### src/hdl/rotatable_bond_classifier_defines.svh
// Assertion macros for the rotatable bond classifier
`ifndef ROTATABLE_BOND_CLASSIFIER_DEFINES_SVH
`define ROTATABLE_BOND_CLASSIFIER_DEFINES_SVH

// check cons in the same cycle as ante
`define RBC_ASSERT_NOW(lbl, ck, rn, ante, cons, msg) \
	lbl: assert property (@(posedge ck) disable iff (!rn) (ante) |-> (cons)) \
		else $error(msg);

// check cons in the cycle after ante
`define RBC_ASSERT_NEXT(lbl, ck, rn, ante, cons, msg) \
	lbl: assert property (@(posedge ck) disable iff (!rn) (ante) |=> (cons)) \
		else $error(msg);

`endif

### src/hdl/rbc_pkg.sv
// Shared types and codes for the rotatable bond classifier
`timescale 1ns / 1ps
package rbc_pkg;

	typedef enum logic [1:0] {
		CMD_ATOM  = 2'd0,
		CMD_BOND  = 2'd1,
		CMD_QUERY = 2'd2,
		CMD_NONE  = 2'd3
	} rbc_cmd_t;

	localparam logic [2:0] EL_C = 3'd1;
	localparam logic [2:0] EL_N = 3'd2;
	localparam logic [2:0] EL_O = 3'd3;
	localparam logic [2:0] EL_S = 3'd4;

	localparam logic [1:0] KIND_SINGLE = 2'd0;
	localparam logic [1:0] KIND_DOUBLE = 2'd1;
	localparam logic [1:0] KIND_TRIPLE = 2'd2;

	localparam int unsigned MIN_DEGREE = 2;

	typedef enum logic [2:0] {
		RSN_OK         = 3'd0,
		RSN_NOT_SINGLE = 3'd1,
		RSN_RING       = 3'd2,
		RSN_TERMINAL   = 3'd3,
		RSN_AMIDE      = 3'd4,
		RSN_DISULFIDE  = 3'd5,
		RSN_TRIPLE_ADJ = 3'd6,
		RSN_CONJ_CN    = 3'd7
	} rbc_reason_t;

	typedef struct packed {
		logic [2:0] element;
		logic       aromatic;
		logic       amide_n;
		logic       has_triple;
		logic       dbl_o;
		logic       dbl_n;
		logic       dbl_any;
		logic       low_degree;
	} rbc_atom_view_t;

endpackage

### src/hdl/rbc_rules.sv
// Rule chain that picks the first failing reason for one bond
`timescale 1ns / 1ps
module rbc_rules
	import rbc_pkg::*;
(
	input  logic [1:0]     bond_kind,
	input  logic           ring_member,
	input  rbc_atom_view_t x,
	input  rbc_atom_view_t y,
	output rbc_reason_t    reason
);

	logic           cn_pair;
	rbc_atom_view_t c_atom;
	rbc_atom_view_t n_atom;

	always_comb begin
		cn_pair = 1'b1;
		c_atom  = x;
		n_atom  = y;
		if (x.element == EL_C && y.element == EL_N) begin
			c_atom = x;
			n_atom = y;
		end else if (y.element == EL_C && x.element == EL_N) begin
			c_atom = y;
			n_atom = x;
		end else begin
			cn_pair = 1'b0;
		end
	end

	always_comb begin
		if (bond_kind != KIND_SINGLE) begin
			reason = RSN_NOT_SINGLE;
		end else if (ring_member) begin
			reason = RSN_RING;
		end else if (x.low_degree || y.low_degree) begin
			reason = RSN_TERMINAL;
		end else if (cn_pair && c_atom.dbl_o) begin
			reason = RSN_AMIDE;
		end else if (x.element == EL_S && y.element == EL_S) begin
			reason = RSN_DISULFIDE;
		end else if (x.has_triple || y.has_triple) begin
			reason = RSN_TRIPLE_ADJ;
		end else if (cn_pair && (n_atom.amide_n || c_atom.dbl_n || c_atom.dbl_any
				|| c_atom.aromatic)) begin
			reason = RSN_CONJ_CN;
		end else begin
			reason = RSN_OK;
		end
	end

endmodule

### config.mk
export PLATFORM = sky130hd
export DESIGN_NAME = rbc_rules
export DESIGN_NICKNAME = d
export VERILOG_FILES = /design/src/hdl/rotatable_bond_classifier_defines.svh /design/src/hdl/rbc_pkg.sv /design/src/hdl/rbc_rules.sv
export SDC_FILE = /design/constraint.sdc
export NUM_CORES = 1
export LEC_CHECK = 0
export BUFFER_PORTS_ARGS = -buffer_cell sky130_fd_sc_hd__clkbuf_2
export CAP_MARGIN = 10
export CORE_AREA = 8 8 45 47
export DETAILED_ROUTE_END_ITERATION = 16
export DIE_AREA = 0 0 53 55
export PLACE_DENSITY = 0.45
export SYNTH_ARGS = -nofsm -noshare
export SYNTH_HDL_FRONTEND = slang
export SYNTH_SLANG_ARGS = --single-unit
### constraint.sdc
create_clock -name vclk -period 1.95
set_input_delay 0.39 -clock vclk [all_inputs]
set_output_delay 0.39 -clock vclk [all_outputs]
set_load 0.05 [all_outputs]
# Word-level counts from Yosys, hierarchy flattened
# Cells that the tools add are included.
op_classes:
  n_eq_ne: 6
  mux: 13
  reduce_logical: 11
op_table:
  columns: ["op", "count"]
  rows:
  - ["two-way mux 3 bit", 7]
  - ["two-way mux 7 bit", 2]
  - ["two-way mux 6 bit", 2]
  - ["equality test 3 x 1 -> 1 bit, second input constant", 2]
  - ["equality test 3 x 2 -> 1 bit, second input constant", 2]
  - ["equality test 3 bit, second input constant", 2]
  - ["logical AND 1 bit", 5]
  - ["logical OR 1 bit", 5]
  - ["two-way mux 1 bit", 2]
  - ["nonzero test 2 bit", 1]
word_totals:
  reg_bits: 0
  in_bits: 23
  output_inout_bits: 3
  wordCells: 30

# Longest topological paths before layout
# Gate-level depths: netlist of the first run.
depth:
  depth_word: 15
  ltp_mapped: 4
  depth_no_buf: 4

# Least setup slack after synthesis of the first run
# No wires, ideal clock.
synth_timing:
  path_type: "input to output"
  from: "in x[7] in the netlist's numbering"
  to: "out reason[2]"
  arrival_ps: 2309
  required_ps: 1560
  setup_slack_ps: -749
  path_stages: 4
  n_path_buf: 0
  path_cell_list: "nor4_1 and4_4 nor4_4 a311oi_1"
synth_between:
  elab_chain_len: 15
  word_cells_on_any_way: 24
  cone_classes: "3 x eq/ne; 13 x mux; 8 x reduce/logical"
synth_rtl:
  columns: ["element", "line", "source"]
  rows:
  - ["start, declared", "rbc_rules.sv:8", "input rbc_atom_view_t x,"]
  - ["equality test 3 x 2 -> 1 bit", "rbc_rules.sv:24", "end else if (y.element == EL_C && x.element == EL_N) begin"]
  - ["logical AND 1 bit", "rbc_rules.sv:24", null]
  - ["two-way mux 6 bit or two-way mux 7 bit (tied branches)", "rbc_rules.sv:24", null]
  - ["two-way mux 6 bit or two-way mux 7 bit (tied branches)", "rbc_rules.sv:21", "if (x.element == EL_C && y.element == EL_N) begin"]
  - ["logical OR 1 bit (2 in a row)", "rbc_rules.sv:45", "end else if (cn_pair && (n_atom.amide_n || c_atom.dbl_n || c_atom.dbl_any"]
  - ["logical OR 1 bit", "rbc_rules.sv:46", "|| c_atom.aromatic)) begin"]
  - ["logical AND 1 bit", "rbc_rules.sv:45", null]
  - ["two-way mux 3 bit", "rbc_rules.sv:45", null]
  - ["two-way mux 3 bit", "rbc_rules.sv:43", "end else if (x.has_triple || y.has_triple) begin"]
  - ["two-way mux 3 bit", "rbc_rules.sv:41", "end else if (x.element == EL_S && y.element == EL_S) begin"]
  - ["two-way mux 3 bit *", "rbc_rules.sv:39", "end else if (cn_pair && c_atom.dbl_o) begin"]
  - ["two-way mux 3 bit *", "rbc_rules.sv:37", "end else if (x.low_degree || y.low_degree) begin"]
  - ["two-way mux 3 bit *", "rbc_rules.sv:35", "end else if (ring_member) begin"]
  - ["two-way mux 3 bit *", "rbc_rules.sv:33", "if (bond_kind != KIND_SINGLE) begin"]
  - ["end, declared", "rbc_rules.sv:10", "output rbc_reason_t reason"]
# Every way passes the cells marked *; elsewhere a longest branch is shown, timed or not.

# Worst setup path after layout of the first run
layout_timing:
  from: "in x[5] in the netlist's numbering"
  to: "out reason[2]"
layout_between:
  elab_chain_len: 13
layout_rtl:
  columns: ["element", "line"]
  rows:
  - ["two-way mux 6 bit", "rbc_rules.sv:24"]
  - ["two-way mux 6 bit", "rbc_rules.sv:21"]
  - ["logical OR 1 bit (2 in a row)", "rbc_rules.sv:45"]
  - ["logical OR 1 bit", "rbc_rules.sv:46"]
  - ["logical AND 1 bit", "rbc_rules.sv:45"]
  - ["two-way mux 3 bit", "rbc_rules.sv:45"]
  - ["two-way mux 3 bit", "rbc_rules.sv:43"]
  - ["two-way mux 3 bit", "rbc_rules.sv:41"]
  - ["two-way mux 3 bit", "rbc_rules.sv:39"]
  - ["two-way mux 3 bit", "rbc_rules.sv:37"]
  - ["two-way mux 3 bit", "rbc_rules.sv:35"]
  - ["two-way mux 3 bit", "rbc_rules.sv:33"]
# No other way between the ends.

==> flow_summary.ini, run 1 <==
[status]
outcome = finished with violations
violations = setup timing

[floorplan]
dieArea_um2 = 2920
die_w_um = 53
start_util_pct = 14.3
io-pin-count = 26
die_y_um = 55
num_rows = 14
fp.coreArea_um2 = 1380

[timing]
setup_viol = 3
worst_hold_slack_ns = 1.09
drv_slew = 0
max_freq_ghz = 0.481
hold_violations = 0
fin_crit_ns = 2.08
fin_ws_ns = -0.128
rsz0062_at_grt = yes
max_slew_margin_pct = 81.7
worst_pin_slew_ns = 0.273
finalCritPeriodShare_pct = 107

[logic_synthesis]
synth_nets = 53
ys_warn_count = 0
syn_area_per_cell_um2 = 6.59
synth_area_leaders = nor2_1 (11%), nor4_4 (11%), or4_1 (7.6%), nor4_1 (6.3%), and4_4 (5.7%)
synth.yosys.seq_area_share_pct = 0
synth_area_um2 = 198
synth_top_area_share_pct = 11.4
synth.distinct_cells = 21
yosys.area.top_type = nor2_1
netlist_instances = 30

[setup_path]
cp.arrival_ns = 1.69
max_stage_delay_ns = 0.50
cp_top_family = simple AND/OR/NAND/NOR gates
start_kind = input pin
crit_path_end_kind = output pin
critPathRequiredTime_ns = 1.56
crit_path_top_delay_cell = or4_1
cp_cell_sequence = clkbuf_2 -> or4_1 -> and4_4 -> nor4_4 -> a311oi_4 -> buf_8
path_buf_inv = 2
crit_fanout = 2
worst-setup-path-type = input pin to output pin

[final_layout]
multiInputGateArea_um2 = 292
drive_above_1_share_pct = 73.1
nFillCells = 150
final_common_cell = clkbuf_2
final_nets = 92
layout_common_cells = clkbuf_2 (23), buf_4 (9), nor2_1 (5)
diodes = 0
seq_cells = 0
fin_area_um2 = 571
seq_area_um2 = 0
clock_buffers = 0
syn_to_final_growth_pct = 189

[global_routing]
grt_pass1_wl_um = 1430
overflow = 0
grt_antenna_before_repair = 0
grtUsageTotal_pct = 5.83
first_global_vias = 389
grt_start_max_net_pins = 5

[routing]
dr_total_vias = 374
drt-pass1-iter-count = 1
drc = 0
ant_nets = 0
post_drt_wl_per_cell_um = 10.7
viasPerCell = 4.51
wl_um = 889
drtIter0Drc = 0

[placement]
placed_cell_area_um2 = 494
dp_hpwl_um = 844
io_buffers = 26
gp_congestion = 0.715

[power]
ir_worst_vdd_mv = 0.0738
powerDensity_nw_per_um2 = 169
leakagePower_nw = 0.248

[job]
drv_cap = 0

[min_path]
holdCritPathClass = input pin to output pin
-- metrics by stage --
stage / TNS, ns / std cells / setup slack [ns] / utilization (%) / total power [mW]
global route: -0.443 / 83 / -0.175 / 41.2 / 0.103
finish: -0.298 / 83 / -0.128 / 41.2 / 0.0963
floorplan: -0.0732 / 30 / -0.0732 / - / 0.0357
global placement: -0.643 / 81 / -0.247 / 35.7 / 0.0856
detailed placement: -0.662 / 81 / -0.256 / 35.7 / 0.0861
CTS: -0.407 / 82 / -0.176 / 38.6 / 0.0915
-- kinds of logic after synthesis --
logic type | after synthesis | share of synthesized area, %
buffers and inverters | 1 | 1.90
AO/OA/AOI/OAI | 6 | 20.3
AND/OR/NAND/NOR | 23 | 77.9
-- cell usage after synthesis --
cell type,number
and4_4,1
nor2b_1,1
or3_1,1
a41oi_1,1
or2_1,1
nor4_4,1
nand3_1,2
a311oi_1,1
nor4_1,2
or4_1,2
and2_1,1
nor2_1,6
o21ai_0,2
and3_1,1
nand4b_1,1
inv_1,1
nand4_1,1
nor3_1,1
nor4bb_1,1
a21oi_1,1
a211oi_1,1
-- area by class of cell --
| class | count | area share [%] |
|---|---|---|
| well taps | 16 | 3.51 |
| repair buffers | 37 | 44.7 |
| multi-input cells | 29 | 51.1 |
| inverters | 1 | 0.658 |
-- power breakdown --
group	internal, mW	leakage [nW]	switching (mW)
logic	0.0515	0.248	0.0448
registers	0	0	0
clock network	0	0	0
-- worst paths after layout --
check	from	depth (start not counted)	end	slack, ns
worst max-delay path	x[5]	6	reason[2]	-0.13
worst min-delay path	ring_member	3	reason[2]	1.09
-- repair_timing --
| item | CTS | global route |
|---|---|---|
| cloned | 0 | 0 |
| buffers inserted | 1 | 1 |
| resized for setup | 7 | 7 |
| setup endpoints to repair | 3 | 3 |
| hold buffers | 0 | 0 |
| pin swaps | 3 | 5 |
-- metal layers --
metal	track usage, %	routed length, µm	up-vias
li1	-	-	199
met1	5.88	352	158
met2	12.7	458	17
met3	0.802	78	0
met4	0	0	0
met5	0	0	-
Power figures use the tool's default switching activity.
==> inputs of run 2 (changes only) <==
Settings changed: SETUP_SLACK_MARGIN from default to 0.4.
==> flow_summary.ini, run 2 (synthesized netlist as in run 1, its figures left out) <==
[status]
outcome = finished with violations
violations = setup timing

[setup_path]
start_kind = input pin
critPathRequiredTime_ns = 1.56
cp.arrival_ns = 1.74
crit_path_end_kind = output pin
worst-setup-path-type = input pin to output pin
crit_fanout = 3

[placement]
dp_hpwl_um = 838
gp_congestion = 0.723
pre_cts_slack_ns = -0.258
io_buffers = 26
dpl.cell_count = 80

[routing]
drtIter0Drc = 3
dr_total_vias = 376
viasPerCell = 4.64
post_drt_wl_per_cell_um = 11.4
drt-pass1-iter-count = 3
wl_um = 926
ant_nets = 0
drc = 0

[min_path]
holdCritPathClass = input pin to output pin

[timing]
fin_crit_ns = 2.13
fin_ws_ns = -0.183
worst_pin_slew_ns = 0.253
worst_hold_slack_ns = 1.11
drv_slew = 0
max_freq_ghz = 0.469
fin_tns_setup_ns = -0.301
setup_viol = 3
rsz0062_at_grt = yes
max_slew_margin_pct = 83.0
finalCritPeriodShare_pct = 109
hold_violations = 0

[floorplan]
fp.coreArea_um2 = 1380
dieArea_um2 = 2920
die_w_um = 53
start_util_pct = 14.3
io-pin-count = 26
die_y_um = 55
num_rows = 14

[final_layout]
drive_above_1_share_pct = 70.8
layout_common_cells = clkbuf_2 (23), buf_4 (9), nor2_1 (6)
fin_util_pct = 38.8
syn_to_final_growth_pct = 172
multiInputGateArea_um2 = 290
final_cells = 81
seq_cells = 0
final_common_cell = clkbuf_2
diodes = 0
seq_area_um2 = 0
final_nets = 90
clock_buffers = 0
nFillCells = 151

[global_routing]
first_global_vias = 384
grtUsageTotal_pct = 6.22
grt_pass1_wl_um = 1510
grt_antenna_before_repair = 0
overflow = 0
grt_start_max_net_pins = 5

[power]
powerDensity_nw_per_um2 = 173
leakagePower_nw = 0.229
ir_worst_vdd_mv = 0.0875

[job]
drv_cap = 0
-- run 2: changes by cell type in the layout (fill, tap and decap cells not counted), sizes merged --
cell / previous run / this run
buf: 14 / 11
clkbuf: 23 / 24
-- run 2: per-stage QoR --
stage	instance area [µm²]	total power, mW
after floorplan	258	0.0352
after global placement	468	0.0803
after global routing	537	0.0999
final	537	0.0929
after CTS	497	0.0873
after detailed placement	468	0.0807
-- run 2: cell type report --
class,count,share of cell area [%]
inverters,1,0.699
repair buffers,35,41.5
multi-input cells,29,54.1
well taps,16,3.73
-- run 2: metal layers --
metal	track usage [%]	part of all wire (%)	up-vias
met1	7.56	42	163
met3	1.34	9.8	0
met2	11.5	48	19
li1	-	-	194
met5	0	0	-
met4	0	0	0
-- run 2: path summary, 6_finish.rpt --
path	startpoint	end	slack (ns)	cells after the start
worst min-delay path	ring_member	reason[2]	1.11	3
worst max-delay path	x[5]	reason[2]	-0.18	6
-- run 2: report_power, final --
part / leakage [nW] / total [mW] / switching, mW / internal (mW)
sequential: 0 / 0 / 0 / 0
combinational: 0.229 / 0.0929 / 0.0454 / 0.0476
clock: 0 / 0 / 0 / 0
-- run 2: critical path, cell delays in order --
cell and delay (ns):
clkbuf_2 0.07, or4_1 0.50, and4_4 0.22, nor4_4 0.25, a311oi_4 0.13, buf_8 0.17
-- run 2: what timing repair did --
item | CTS | global route
hold buffers | 0 | 0
pin swaps | 1 | 3
endpoints found under the setup margin | 3 | 3
resized for setup | 6 | 7
buffers inserted | 0 | 1
gates cloned | 0 | 0
